[src/design/sme_pkg.sv]
// Shared types, constants and helpers of the stack machine execution unit.
// Used by every module of the design; depends on nothing.
package sme_pkg;

   localparam int STACK_DEPTH = 512;
   localparam int WORD_BITS   = 32;
   localparam int FIELD_BITS  = 32;
   localparam int ADDR_BITS   = $clog2(STACK_DEPTH);
   localparam int DEPTH_BITS  = $clog2(STACK_DEPTH + 1);
   localparam int EXT_BITS    = (WORD_BITS > FIELD_BITS) ? WORD_BITS : FIELD_BITS;

   typedef logic [WORD_BITS-1:0]  word_type;
   typedef logic [ADDR_BITS-1:0]  addr_type;
   typedef logic [DEPTH_BITS-1:0] depth_type;
   typedef logic [FIELD_BITS-1:0] field_type;

   typedef enum logic [3:0] {
      ACT_END     = 4'd0,
      ACT_PUSH    = 4'd1,
      ACT_ADD     = 4'd2,
      ACT_SUB     = 4'd3,
      ACT_DUMP    = 4'd4,
      ACT_POP     = 4'd5,
      ACT_GT      = 4'd6,
      ACT_EQ      = 4'd7,
      ACT_LT      = 4'd8,
      ACT_JMP     = 4'd9,
      ACT_RESERVE = 4'd10,
      ACT_LOAD    = 4'd11,
      ACT_NOP     = 4'd12
   } action_type;

   typedef enum logic [1:0] {
      FAULT_NONE      = 2'd0,
      FAULT_UNDERFLOW = 2'd1,
      FAULT_OVERFLOW  = 2'd2,
      FAULT_BAD_SLOT  = 2'd3
   } fault_type;

   typedef enum logic [2:0] {
      ST_CLEAR,
      ST_IDLE,
      ST_READ_A,
      ST_READ_B,
      ST_EXEC
   } state_type;

   typedef struct packed {
      logic     rd_en;
      addr_type rd_addr;
      logic     wr_en;
      addr_type wr_addr;
      word_type wr_data;
   } mem_ctrl_type;

   typedef struct packed {
      word_type sum;
      logic     lt;
      logic     eq;
   } alu_out_type;

   typedef struct packed {
      logic      print_valid;
      field_type print_value;
      logic      branch_taken;
      field_type branch_target;
      logic      halted;
      fault_type fault;
   } rsp_type;

   // sign-extend or truncate a 32-bit operand to a stack word
   function automatic word_type operand_to_word(input field_type op);
      logic signed [EXT_BITS-1:0] ext;
      ext = EXT_BITS'($signed(op));
      return ext[WORD_BITS-1:0];
   endfunction

   // zero-extend or truncate a stack word to a 32-bit result field
   function automatic field_type word_to_field(input word_type w);
      logic [EXT_BITS-1:0] ext;
      ext = EXT_BITS'(w);
      return ext[FIELD_BITS-1:0];
   endfunction

endpackage

[src/design/sme_alu.sv]
// Shared add/subtract unit; also yields signed compare flags of lhs - rhs.
// Depends on sme_pkg.
module sme_alu (
   input  sme_pkg::word_type    lhs,
   input  sme_pkg::word_type    rhs,
   input  logic                 sub,
   output sme_pkg::alu_out_type result
);
   import sme_pkg::*;

   logic [WORD_BITS:0] lhs_ext;
   logic [WORD_BITS:0] rhs_ext;
   logic [WORD_BITS:0] total;

   always_comb begin
      lhs_ext = {lhs[WORD_BITS-1], lhs};
      rhs_ext = {rhs[WORD_BITS-1], rhs};
      if (sub) begin
         rhs_ext = ~rhs_ext;
      end
      total = lhs_ext + rhs_ext + (WORD_BITS+1)'(sub);
      result.sum = total[WORD_BITS-1:0];
      // one extra bit keeps the difference exact, so its top bit is the sign
      result.lt  = total[WORD_BITS];
      result.eq  = (total[WORD_BITS-1:0] == '0);
   end

endmodule

[config.mk]
export PLATFORM = sky130hd
export DESIGN_NAME = sme_alu
export DESIGN_NICKNAME = d
export VERILOG_FILES = /design/src/design/sme_pkg.sv /design/src/design/sme_alu.sv
export SDC_FILE = /design/constraint.sdc
export NUM_CORES = 1
export LEC_CHECK = 0
export CAP_MARGIN = 10
export CORE_MARGIN = 5
export CORE_UTILIZATION = 37
export DETAILED_ROUTE_END_ITERATION = 6
export DONT_BUFFER_PORTS = 1
export GPL_ROUTABILITY_DRIVEN = 0
export MAX_ROUTING_LAYER = met4
export PLACE_DENSITY = 0.61
export SLEW_MARGIN = 15
export SYNTH_ARGS = -nofsm -noshare
export SYNTH_HDL_FRONTEND = slang
export SYNTH_SLANG_ARGS = --single-unit
export TNS_END_PERCENT = 1
[constraint.sdc]
create_clock -name vclk -period 6.75
set_input_delay 0.675 -clock vclk [all_inputs]
set_output_delay 0.675 -clock vclk [all_outputs]
set_load 0.02 [all_outputs]
* Word level (Yosys, flattened, before mapping)
Cells that the tools add are included.
Cells by class: bitwise operators 1, reductions and logical operators 1, $add $sub $neg 2, mux-type cells 1
Operators by type and width (number):
- $add 33x1->33 | 1
- $add 33x33->33 | 1
- $mux 33 | 1
- $not 33->33 | 1
- $logic_not 32->1 | 1
Storage, ports and cells: register bits after elaboration 0, bits of input ports 65, output and inout port bits 34

* Logic depth before layout (Yosys ltp)
depth after elaboration 5, gate-level depth with buffers 15, depth with buffers taken out 13

* Worst setup path before layout
OpenSTA, ideal clock, no wires.
path kind input to output, from in sub, to out result[0] (netlist bit), stages 14, setup slack 1.582 ns, path buffers 2, arrival time 4.493 ns, data required time 6.075 ns, path through clkbuf_2 buf_1 xor2_1 ha_1 nor2b_4 o21a_1 or3_1 a2111o_1 or4_1 nor4_1 or4b_1 nor4_2 nand4b_1 nor4_2
RTL lines:
- from (decl) | line sme_alu.sv:6 | input logic sub,
- to (decl) | line sme_alu.sv:7 | output sme_pkg::alu_out_type result

==> key figures <==
Layout
  – Share of post-route cells with drive strength above 1: 0.0241
  – Seq_cells: 0
  – Multi-input gate area: 2070 um2
  – Reg area: 0 um2
  – Ant diodes: 0
  – Area grow syn2layout: 2.73%
  – Fillers: 621
  – CLK BUF: 0
  – Layout Nets: 392

STA
  – Final setup viols: 0
  – Post-route setup TNS: 0 ps
  – Period utilization: 0.760
  – Worst Tran Pin Value: 785 ps
  – Clock period minus worst slack: 5130 ps
  – Maximum achievable frequency: 195 MHz
  – Final worst setup slack: 1620 ps
  – Final Max Slew Viols: 0
  – Final Hold Fails: 0
  – Relative slew margins: 0.473
  – RSZ-0062 raised after global routing: false

Global route
  – Pin count of the biggest net entering global routing: 33
  – Global-route wire length before repair: 10100 um
  – Overflow left after global routing: 0
  – Antenna violations before repair: 0
  – Vias in the first global route: 2194
  – GRT Overall Usage: 0.163

Yosys
  – Library cells used by synthesis: 56
  – Post-Synth XOR/XNOR Area: 0.224
  – Syn Area/Cell: 7.22 um2
  – Top post-synthesis cells by area: ha_1, xor2_1, a21oi_1
  – Simple-gate area share of the yosys netlist: 0.226
  – Post-synthesis mux area share: 0.00640
  – Leading area contributor after synthesis: ha_1
  – Yosys top cell area share: 0.198
  – Post-synthesis cell area: 2150 um2
  – Register area share after synthesis: 0
  – Main combinational cell family by area after synthesis: compound AO/OA/AOI/OAI gates
  – Most common cell in the synthesized netlist: xor2_1
  – Most frequent cells after synthesis: xor2_1, ha_1, a21oi_1, nor2_1, nand2_1
  – Synthesized Nets: 398
  – Post-synthesis compound-gate area fraction: 0.300
  – Adder-Cell Fraction of Synth Area: 0.207
  – Syn. warnings: 0
  – Synthesized instance count: 298

Floorplan
  – Total I/O pin count: 99
  – DIE AREA: 7440 um2
  – Core area: 5570 um2
  – Chip Height: 86.3 um
  – Starting Density: 0.386
  – Die X: 86.3 um
  – Site row count: 27

Detailed routing
  – Vias: 2172
  – Vias/cell: 6.00
  – DRC: 0
  – 1st-pass router iterations: 4
  – WL per Instance: 17.3 um
  – Final ANT Viol Nets: 0
  – WL final: 6260 um
  – DR iter-0 viols: 145

Min path
  – Hold path cells: 1
  – Worst hold path class: input pin to primary output

Place
  – PortBufs: 0
  – Setup WS pre-CTS: 1620 ps
  – Final HPWL DP: 5420 um

Worst setup path
  – CP Launch Type: input pin
  – WP data arrival: 4460 ps
  – Critical Path RT: 6070 ps
  – Crit path kind: input pin to primary output
  – Critical Path Fanout Max: 4
  – Crit end category: primary output

CTS
  – Post_cts resized: 0
  – Post-CTS setup buffer count: 0
  – Hold buffers post-CTS: 0

Pwr
  – LEAKAGE: 0.973 nW
  – Peak supply drop: 0.0789 mV
  – Power Dens Cells: 181 nW/um2

Status
  – Status: complete, no violations

Run
  – Max_cap viols: 0
-- logic make-up (layout without fill, tap and decap cells) --
| kind of cell | Yosys count | after routing |
|---|---|---|
| mux | 1 | 1 |
| simple gates | 90 | 90 |
| xor+xnor | 55 | 55 |
| buf+inv | 21 | 13 |
| compound gates | 96 | 96 |
| fa+ha+maj | 35 | 35 |
-- critical path: stages --
cell and delay (ps):
mux2i_2 280, fa_1 310, nor2b_4 60, o31ai_1 470, nand2_1 130, xor2_1 250, or4_1 600, nor4_1 300
or4b_1 490, nor4_2 160, nand4b_1 190, nor4_2 540
-- worst paths after layout --
path / endpoint / startpoint / slack, ps
max: result[0] / rhs[0] / 1620
min: result[2] / rhs[0] / 1500
-- layer usage --
layer  part of all wire  GRT usage
met3              0.082     0.0428
met4             0.0046    0.00708
met2               0.42      0.245
met1               0.49      0.230
met5                  0          -
-- report_power, final --
group / total, W / leakage (nW) / internal (W) / switching (W)
Combinational: 0.000400 / 0.973 / 0.000130 / 0.000270
Sequential: 0 / 0 / 0 / 0
Clock: 0 / 0 / 0 / 0
Total: 0.000400 / 0.973 / 0.000130 / 0.000270
-- stage by stage --
stage / power, W / utilization / hold WS, ps / instances / cell area, um2
floorplan: 0.000337 / - / 1480 / 298 / 2150
global placement: 0.000396 / 0.397 / 1490 / 362 / 2210
detailed placement: 0.000399 / 0.397 / 1490 / 362 / 2210
CTS: 0.000400 / 0.397 / 1490 / 362 / 2210
global route: 0.000436 / 0.397 / 1510 / 362 / 2210
finish: 0.000400 / 0.397 / 1500 / 362 / 2210
-- area by class of cell --
type / instances / share of cell area
multi-input cells: 277 / 0.937
well taps: 72 / 0.0407
inverters: 13 / 0.0221
-- cell usage in the layout, fill, tap and decap left out, types with 3 or more instances in the layout --
master / n
a21oi_1: 31
nand4_1: 5
o31ai_1: 3
o21a_1: 5
o21ai_1: 4
a211o_1: 3
inv_1: 13
nor3_1: 3
a211oi_1: 5
and3_1: 3
or3_1: 5
nand3_1: 3
a21o_1: 10
o21ai_0: 10
nor2b_1: 4
xnor2_1: 16
o31a_1: 3
nand2_1: 22
nor2_1: 23
ha_1: 34
xor2_1: 39
nor4_1: 3
(Power assumes the default switching activity.)
