==> src/design/sme_pkg.sv <==
// Shared types, constants and helpers of the stack machine execution unit.
// Used by every module of the design; depends on nothing.
package sme_pkg;

   localparam int STACK_DEPTH = 512;
   localparam int WORD_BITS   = 32;
   localparam int FIELD_BITS  = 32;
   localparam int ADDR_BITS   = $clog2(STACK_DEPTH);
   localparam int DEPTH_BITS  = $clog2(STACK_DEPTH + 1);
   localparam int EXT_BITS    = (WORD_BITS > FIELD_BITS) ? WORD_BITS : FIELD_BITS;

   typedef logic [WORD_BITS-1:0]  word_type;
   typedef logic [ADDR_BITS-1:0]  addr_type;
   typedef logic [DEPTH_BITS-1:0] depth_type;
   typedef logic [FIELD_BITS-1:0] field_type;

   typedef enum logic [3:0] {
      ACT_END     = 4'd0,
      ACT_PUSH    = 4'd1,
      ACT_ADD     = 4'd2,
      ACT_SUB     = 4'd3,
      ACT_DUMP    = 4'd4,
      ACT_POP     = 4'd5,
      ACT_GT      = 4'd6,
      ACT_EQ      = 4'd7,
      ACT_LT      = 4'd8,
      ACT_JMP     = 4'd9,
      ACT_RESERVE = 4'd10,
      ACT_LOAD    = 4'd11,
      ACT_NOP     = 4'd12
   } action_type;

   typedef enum logic [1:0] {
      FAULT_NONE      = 2'd0,
      FAULT_UNDERFLOW = 2'd1,
      FAULT_OVERFLOW  = 2'd2,
      FAULT_BAD_SLOT  = 2'd3
   } fault_type;

   typedef enum logic [2:0] {
      ST_CLEAR,
      ST_IDLE,
      ST_READ_A,
      ST_READ_B,
      ST_EXEC
   } state_type;

   typedef struct packed {
      logic     rd_en;
      addr_type rd_addr;
      logic     wr_en;
      addr_type wr_addr;
      word_type wr_data;
   } mem_ctrl_type;

   typedef struct packed {
      word_type sum;
      logic     lt;
      logic     eq;
   } alu_out_type;

   typedef struct packed {
      logic      print_valid;
      field_type print_value;
      logic      branch_taken;
      field_type branch_target;
      logic      halted;
      fault_type fault;
   } rsp_type;

   // sign-extend or truncate a 32-bit operand to a stack word
   function automatic word_type operand_to_word(input field_type op);
      logic signed [EXT_BITS-1:0] ext;
      ext = EXT_BITS'($signed(op));
      return ext[WORD_BITS-1:0];
   endfunction

   // zero-extend or truncate a stack word to a 32-bit result field
   function automatic field_type word_to_field(input word_type w);
      logic [EXT_BITS-1:0] ext;
      ext = EXT_BITS'(w);
      return ext[FIELD_BITS-1:0];
   endfunction

endpackage

==> src/design/sme_sequencer.sv <==
// Sequencer: clears the stack after reset, steps one instruction through
// operand reads, the shared ALU and write-back. Depends on sme_pkg.
module sme_sequencer (
   input  logic                  clock,
   input  logic                  reset,
   input  logic                  req_valid,
   output logic                  req_ready,
   input  logic [3:0]            req_action,
   input  sme_pkg::field_type    req_operand,
   input  logic                  req_consume,
   input  logic                  req_store_pop,
   output sme_pkg::mem_ctrl_type mem_ctrl,
   input  sme_pkg::word_type     rd_data,
   output sme_pkg::word_type     alu_lhs,
   output sme_pkg::word_type     alu_rhs,
   output logic                  alu_sub,
   input  sme_pkg::alu_out_type  alu_result,
   input  logic                  rsp_free,
   output logic                  rsp_load,
   output sme_pkg::rsp_type      rsp_data
);
   import sme_pkg::*;

   state_type  state_ff, state_in;
   action_type action_ff, action_in;
   field_type  operand_ff, operand_in;
   logic       consume_ff, consume_in;
   logic       store_ff, store_in;
   depth_type  depth_ff, depth_in;
   logic       halt_ff, halt_in;
   word_type   a_ff, a_in;
   addr_type   clr_addr_ff, clr_addr_in;

   logic [1:0] need;
   logic       grow;
   logic       uses_slot;
   logic       slot_ok;
   addr_type   slot;
   fault_type  fault;
   depth_type  depth_m1, depth_m2, depth_p1;

   always_ff @(posedge clock) begin
      if (reset) begin
         state_ff    <= ST_CLEAR;
         depth_ff    <= '0;
         halt_ff     <= 1'b0;
         clr_addr_ff <= '0;
      end else begin
         state_ff    <= state_in;
         depth_ff    <= depth_in;
         halt_ff     <= halt_in;
         clr_addr_ff <= clr_addr_in;
      end
   end

   always_ff @(posedge clock) begin
      action_ff  <= action_in;
      operand_ff <= operand_in;
      consume_ff <= consume_in;
      store_ff   <= store_in;
      a_ff       <= a_in;
   end

   // operand requirements and fault check of the held instruction
   always_comb begin
      need      = 2'd0;
      grow      = 1'b0;
      uses_slot = 1'b0;
      case (action_ff)
         ACT_PUSH, ACT_RESERVE: grow = 1'b1;
         ACT_LOAD: begin
            grow      = 1'b1;
            uses_slot = 1'b1;
         end
         ACT_ADD, ACT_SUB: begin
            need = 2'd2;
            grow = !consume_ff;
         end
         ACT_DUMP: need = 2'd1;
         ACT_POP: begin
            need      = 2'd1;
            uses_slot = store_ff;
         end
         ACT_GT, ACT_EQ, ACT_LT: need = 2'd2;
         default: ;
      endcase
      slot_ok = !operand_ff[FIELD_BITS-1] && (operand_ff < FIELD_BITS'(STACK_DEPTH));
      slot    = operand_ff[ADDR_BITS-1:0];
      if (depth_ff < DEPTH_BITS'(need)) begin
         fault = FAULT_UNDERFLOW;
      end else if (grow && (depth_ff >= DEPTH_BITS'(STACK_DEPTH))) begin
         fault = FAULT_OVERFLOW;
      end else if (uses_slot && !slot_ok) begin
         fault = FAULT_BAD_SLOT;
      end else begin
         fault = FAULT_NONE;
      end
      depth_m1 = depth_ff - DEPTH_BITS'(1);
      depth_m2 = depth_ff - DEPTH_BITS'(2);
      depth_p1 = depth_ff + DEPTH_BITS'(1);
   end

   // a = held top (or slot value for load), b = entry below, fresh from memory
   assign alu_lhs = rd_data;
   assign alu_rhs = a_ff;
   assign alu_sub = (action_ff != ACT_ADD);

   always_comb begin
      state_in    = state_ff;
      action_in   = action_ff;
      operand_in  = operand_ff;
      consume_in  = consume_ff;
      store_in    = store_ff;
      depth_in    = depth_ff;
      halt_in     = halt_ff;
      a_in        = a_ff;
      clr_addr_in = clr_addr_ff;
      req_ready   = 1'b0;
      rsp_load    = 1'b0;
      rsp_data    = '0;
      mem_ctrl    = '0;

      case (state_ff)
         ST_CLEAR: begin
            mem_ctrl.wr_en   = 1'b1;
            mem_ctrl.wr_addr = clr_addr_ff;
            mem_ctrl.wr_data = '0;
            clr_addr_in      = clr_addr_ff + ADDR_BITS'(1);
            if (clr_addr_ff == ADDR_BITS'(STACK_DEPTH - 1)) begin
               state_in = ST_IDLE;
            end
         end
         ST_IDLE: begin
            req_ready = 1'b1;
            if (req_valid) begin
               action_in  = action_type'(req_action);
               operand_in = req_operand;
               consume_in = req_consume;
               store_in   = req_store_pop;
               state_in   = ST_READ_A;
            end
         end
         ST_READ_A: begin
            mem_ctrl.rd_en   = 1'b1;
            mem_ctrl.rd_addr = (action_ff == ACT_LOAD) ? slot : depth_m1[ADDR_BITS-1:0];
            state_in         = ST_READ_B;
         end
         ST_READ_B: begin
            a_in             = rd_data;
            mem_ctrl.rd_en   = 1'b1;
            mem_ctrl.rd_addr = depth_m2[ADDR_BITS-1:0];
            state_in         = ST_EXEC;
         end
         ST_EXEC: begin
            if (rsp_free) begin
               rsp_load = 1'b1;
               state_in = ST_IDLE;
               if (!halt_ff) begin
                  rsp_data.fault = fault;
                  if (fault == FAULT_NONE) begin
                     case (action_ff)
                        ACT_END: halt_in = 1'b1;
                        ACT_PUSH, ACT_RESERVE: begin
                           mem_ctrl.wr_en   = 1'b1;
                           mem_ctrl.wr_addr = depth_ff[ADDR_BITS-1:0];
                           mem_ctrl.wr_data = operand_to_word(operand_ff);
                           depth_in         = depth_p1;
                        end
                        ACT_LOAD: begin
                           mem_ctrl.wr_en   = 1'b1;
                           mem_ctrl.wr_addr = depth_ff[ADDR_BITS-1:0];
                           mem_ctrl.wr_data = a_ff;
                           depth_in         = depth_p1;
                        end
                        ACT_ADD, ACT_SUB: begin
                           mem_ctrl.wr_en   = 1'b1;
                           mem_ctrl.wr_data = alu_result.sum;
                           if (consume_ff) begin
                              mem_ctrl.wr_addr = depth_m2[ADDR_BITS-1:0];
                              depth_in         = depth_m1;
                           end else begin
                              mem_ctrl.wr_addr = depth_ff[ADDR_BITS-1:0];
                              depth_in         = depth_p1;
                           end
                        end
                        ACT_DUMP: begin
                           rsp_data.print_valid = 1'b1;
                           rsp_data.print_value = word_to_field(a_ff);
                           if (consume_ff) begin
                              depth_in = depth_m1;
                           end
                        end
                        ACT_POP: begin
                           mem_ctrl.wr_en   = store_ff;
                           mem_ctrl.wr_addr = slot;
                           mem_ctrl.wr_data = a_ff;
                           depth_in         = depth_m1;
                        end
                        ACT_GT, ACT_EQ, ACT_LT: begin
                           depth_in = depth_m1;
                           if (((action_ff == ACT_GT) && !alu_result.lt && !alu_result.eq) ||
                               ((action_ff == ACT_EQ) && alu_result.eq) ||
                               ((action_ff == ACT_LT) && alu_result.lt)) begin
                              rsp_data.branch_taken  = 1'b1;
                              rsp_data.branch_target = operand_ff;
                           end
                        end
                        ACT_JMP: begin
                           rsp_data.branch_taken  = 1'b1;
                           rsp_data.branch_target = operand_ff;
                        end
                        default: ;
                     endcase
                  end
               end
               rsp_data.halted = halt_in;
            end
         end
         default: state_in = ST_IDLE;
      endcase
   end

   property p_depth_in_range;
      @(posedge clock) disable iff (reset) depth_ff <= DEPTH_BITS'(STACK_DEPTH);
   endproperty
   a_depth_in_range: assert property (p_depth_in_range) else $error("stack depth out of range");

   property p_halt_sticky;
      @(posedge clock) disable iff (reset) halt_ff |=> halt_ff;
   endproperty
   a_halt_sticky: assert property (p_halt_sticky) else $error("halt flag dropped");

   property p_fault_keeps_depth;
      @(posedge clock) disable iff (reset)
         rsp_load && (rsp_data.fault != FAULT_NONE) |=> $stable(depth_ff);
   endproperty
   a_fault_keeps_depth: assert property (p_fault_keeps_depth)
      else $error("faulting item changed stack depth");

   property p_write_only_clear_exec;
      @(posedge clock) disable iff (reset)
         mem_ctrl.wr_en |-> (state_ff == ST_CLEAR) || (state_ff == ST_EXEC && rsp_load);
   endproperty
   a_write_only_clear_exec: assert property (p_write_only_clear_exec)
      else $error("stack write outside clear or retire");

endmodule

==> config.mk <==
export PLATFORM = sky130hd
export DESIGN_NAME = sme_sequencer
export DESIGN_NICKNAME = d
export VERILOG_FILES = /design/src/design/sme_pkg.sv /design/src/design/sme_sequencer.sv
export SDC_FILE = /design/constraint.sdc
export NUM_CORES = 1
export LEC_CHECK = 0
export BUFFER_PORTS_ARGS = -buffer_cell sky130_fd_sc_hd__buf_4
export CORE_AREA = 2 2 114 116
export DETAILED_ROUTE_END_ITERATION = 12
export DIE_AREA = 0 0 116 118
export PLACE_DENSITY = 0.87
export SKIP_CTS_REPAIR_TIMING = 1
export SYNTH_ARGS = -nofsm -noshare
export SYNTH_HDL_FRONTEND = slang
export SYNTH_SLANG_ARGS = --single-unit
==> constraint.sdc <==
create_clock -name clock -period 7.4 [get_ports clock]
set_clock_uncertainty 0.1 [all_clocks]
set_input_delay 0 -clock clock [delete_from_list [all_inputs] [get_ports clock]]
set_output_delay 0 -clock clock [all_outputs]
set_load 0.1 [all_outputs]
Word level (Yosys, flattened, before mapping)
Index checks and enable logic that the tools add are counted.

Logic and storage cells: 102. Output and inout bits: 188. Register bits: 93.

Bitwise logic cells: 1. Reductions and logical operators: 29. Muxes and demuxes: 35. Order comparisons: 3. Equal/unequal tests: 21. Add/sub/neg operators: 4.

Operator list (number): one-hot mux 42 bit (4 select lines) (1); 2-to-1 mux 69 bit (2); 2-to-1 mux 66 bit (2); 2-to-1 mux 42 bit (3); one-hot mux 42 bit (2 select lines) (1); 2-to-1 mux 33 bit (2); one-hot mux 33 bit (2 select lines) (1); one-hot mux 10 bit (4 select lines) (1); < comparator 32 x 10 -> 1 bit, second input constant (1); 2-to-1 mux 10 bit (2); one-hot mux 10 bit (2 select lines) (1); 2-to-1 mux 9 bit (2); equality test 4 x 3 -> 1 bit, second input constant (4); equality test 4 bit, second input constant (4); one-hot mux 3 bit (5 select lines) (1); adder 10 x 1 -> 10 bit, second input constant (1); >= comparator 10 bit, second input constant (1); < comparator 10 x 2 -> 1 bit (1); subtractor 10 x 1 -> 10 bit, second input constant (1); adder 9 x 1 -> 9 bit, second input constant (1); equality test 9 bit, second input constant (1); 2-to-1 mux 3 bit (3); subtractor 9 x 2 -> 9 bit, second input constant (1); equality test 4 x 2 -> 1 bit, second input constant (2); 25 further kinds (53).

Longest topological paths before layout
Word-level depth: 12. Depth in mapped cells: 10.

Least setup slack after synthesis
Ideal clock, no wire load.

Path type: register to output. Start point: register state_ff[0]. End point: output port mem_ctrl[41] (netlist bit). Stages on the path, launching flop included: 7. Slack: 0.866 ns. Path buffers: 1. Arrival time: 6.434 ns. Cell sequence: dfxtp_1 > buf_2 > and4bb_2 > nand2b_1 > a41o_1 > nand3b_4 > a2111oi_0.

RTL lines: start: declaration (RTL line sme_sequencer.sv:24) `state_type state_ff, state_in;`; start signal: assignment (RTL line sme_sequencer.sv:49) `state_ff <= state_in;`; end: declaration (RTL line sme_sequencer.sv:12) `output sme_pkg::mem_ctrl_type mem_ctrl,`.

==> metrics.cfg <==
[logic_synthesis]
syn_area_per_cell_um2 = 9.25
synth_fa_ha_area_share_pct = 1.95
synth_warnings = 0
synth_edf_count = 70
synthArstFlopShare_pct = 0
ys_seq_area_share_pct = 44.3
ys.flop_type = edfxtp_1
muxShareOfSynthArea_pct = 1.45
synth_area_mm2 = 0.00578
synth.distinct_cells = 65
synthCells = 625
synth_top_family_by_area = simple AND/OR/NAND/NOR gates
syn_nets = 742
synth-simple-area-share_pct = 23.8
synth_compound_area_share_pct = 17.6
ys_seq_elements = 93
synthXorXnorAreaFrac_pct = 2.27

[global_routing]
grt_max_degree = 39
grt_pass1_wl_um = 31700
antenna_found_initial = 1
met2_usage_pct = 47.0
grt-ovfl-total = 0
grt.total_usage_pct = 30.8
met1_usage_pct = 42.7
grt_use_met3_pct = 7.72
top_usage_layer = met2
grt_pass1_vias = 5362

[sta]
worst_hold_slack_ns = 0.111
rsz0062_at_grt = no
maxSlewHeadroom_pct = 23.8
tns_ns = 0
fmax_mhz = 250
tightest_slew_ns = 1.14
hold_viol = 0
fin_crit_sh_pct = 54.0
drv_slew = 0
fin_crit_ns = 4.00
setup_viol = 0

[die]
num_rows = 41
io_pins = 296
die-area_mm2 = 0.0137
design.core.area_mm2 = 0.0124
die_w_um = 116
start_util_pct = 46.6
die_h_um = 118

[cts]
cts_tree = built
htreeDepth = 3
root_buffer = clkbuf_16
numClockSinks = 93
cts_buffers = 9
clk_pin_slew_ns = 0.07
clockBufferDepth = 2
clkLatencyLatePin_ns = 0.35

[drt]
firstDrtPassIters = 5
wl_per_cell_um = 21.5
totalWireLength_um = 23800
drc = 0
drtAntennaViolNets = 0
drt_iter0_markers = 600
dr_total_vias = 6293
avgViaCountPerCell = 5.68

[layout]
layout.cells.non_filler = 1107
nets = 1047
drive_gt1_share_pct = 35.7
syn_to_final_growth_pct = 52.9
diodes = 0

[pwr]
leakagePower_nw = 3.74
power_density_mw_per_mm2 = 138
ir_drop_v = 0.000124

[placement]
dp.final_hpwl_um = 16700
numPlacedInstances = 1018
portBuffers = 295
gp_congestion = 0.996

[min_path]
worstHoldPathType = primary input to flip-flop
hold_depth = 5

[flow_run]
drv_cap = 0

[worst_setup_path]
crit_type = flip-flop to output pin
endpoint = mem_ctrl[24]
startpoint = action_ff[2]
timing.rr.end = state_ff[2]
regToRegSetupSlack_ns = 4.18
start_kind = flip-flop
cp-end-kind = output pin
reg2reg_depth = 5
crit_arrival_ns = 3.90
r2r-start = state_ff[0]
crit_required_ns = 7.30
crit_fanout = 29

[outcome]
status = finished clean

[layout by cell type, fill, tap and decap left out, types with 3 or more instances in the layout]
cell type	synthesis	final
dlygate4sd3_1	0	73
a221oi_1	5	5
xnor2_1	7	7
xor2_1	8	8
buf_4	35	301
and2_1	65	64
a211oi_1	7	7
a22oi_1	32	32
a31oi_1	5	5
a21oi_1	59	58
clkbuf_16	0	9
nor2b_1	4	4
o21ai_1	15	15
ha_1	9	9
inv_1	9	9
nand3_1	10	10
or3_1	9	9
dfxtp_1	23	23
edfxtp_1	70	70
mux2_2	3	3
nor2_1	44	43
o21ai_0	16	16
nand4_1	7	7
a21o_1	4	4
nor4_1	7	7
nand2b_1	7	7
nor3_1	11	11
nand2_1	62	62
mux2i_1	5	5
[routing by layer]
layer  up-vias  routed length, µm
met2       479              11200
met4         0                781
met5         -                  0
met3        65               2780
li1       2830                  -
met1      2919               9030
[registers in the layout, indices dropped and copies added (netlist names)]
signal and cells:
operand_ff 32, alu_rhs 32, action_ff 4, clr_addr_ff 9, halt_ff 1, store_ff 1, depth_ff 10, consume_ff 1
state_ff 3
[how the worst min path moves through the flow]
| stage | start | end | slack, ns |
|---|---|---|---|
| after detailed placement | req_operand[0] | operand_ff[0] | 0.08 |
| after floorplan | reset | clr_addr_ff[5] | -0.03 |
| final | req_valid | state_ff[0] | 0.11 |
| after global placement | req_operand[2] | operand_ff[2] | 0.08 |
| after CTS | req_operand[15] | operand_ff[15] | -0.28 |
| after global routing | req_valid | state_ff[0] | 0.15 |
[area by class of cell]
cell class / count / area [µm²]
Clock buffer: 11 / 233
Clock inverter: 5 / 60.1
Fill cell: 882 / 3570
Inverter: 10 / 37.5
Multi-Input combinational cell: 442 / 2750
Sequential cell: 93 / 2560
Tap cell: 172 / 215
Timing Repair Buffer: 374 / 2990
[synth_stat cells (all sizes together) (5+ instances only)]
cell    number  share of area, %
edfxtp      70                36
and2        65               7.0
nand2       62               4.0
a21oi       59               5.1
buf         56               6.4
nor2        44               2.9
a22oi       32               4.2
o21ai       31               2.7
clkbuf      24               1.6
dfxtp       23               8.0
nor3        12               1.1
inv         10              0.65
nand3       10              0.87
ha           9               1.9
nor4         9               1.5
or3          9              0.97
xor2         8               1.2
a211oi       7              0.91
nand2b       7              0.76
nand4        7              0.76
xnor2        7               1.1
a31oi        6              0.76
a221oi       5              0.76
mux2i        5              0.87
[cells by family (layout without fill, tap and decap cells)]
group / count (synthesis) / count (layout)
and+or+nand+nor: 248 / 248
AOI/OAI and AO/OA: 162 / 162
DFF: 93 / 93
buffers and inverters: 90 / 400
xor gates and xnor gates: 15 / 15
adders and majority gates: 9 / 9
muxes: 8 / 8
[power breakdown]
part	leakage [nW]	total, mW	internal [mW]	switching, mW
Sequential	0.815	0.563	0.561	0.00187
Combinational	2.79	0.187	0.0764	0.110
Clock	0.140	0.469	0.264	0.205
[critical path, cell delays in order (launching register included)]
cell      delay (ns)
edfxtp_1        0.65
nand4b_1        0.90
a21boi_1        0.39
o21bai_2        0.26
nand3b_4        0.14
a21o_1          0.40
buf_4           0.43
a21oi_1         0.11
buf_4           0.26
[stage by stage]
step | power (mW) | area, µm² | util (%) | setup WS, ns
after floorplan | 0.673 | 5780 | - | 0.866
after global placement | 0.723 | 7820 | 63.0 | 4.02
after detailed placement | 0.725 | 7820 | 63.0 | 3.89
after CTS | 1.18 | 8120 | 65.4 | 3.50
after global routing | 1.25 | 8850 | 71.3 | 3.16
final | 1.22 | 8850 | 71.3 | 3.40
Power figures use the tool's default switching activity.
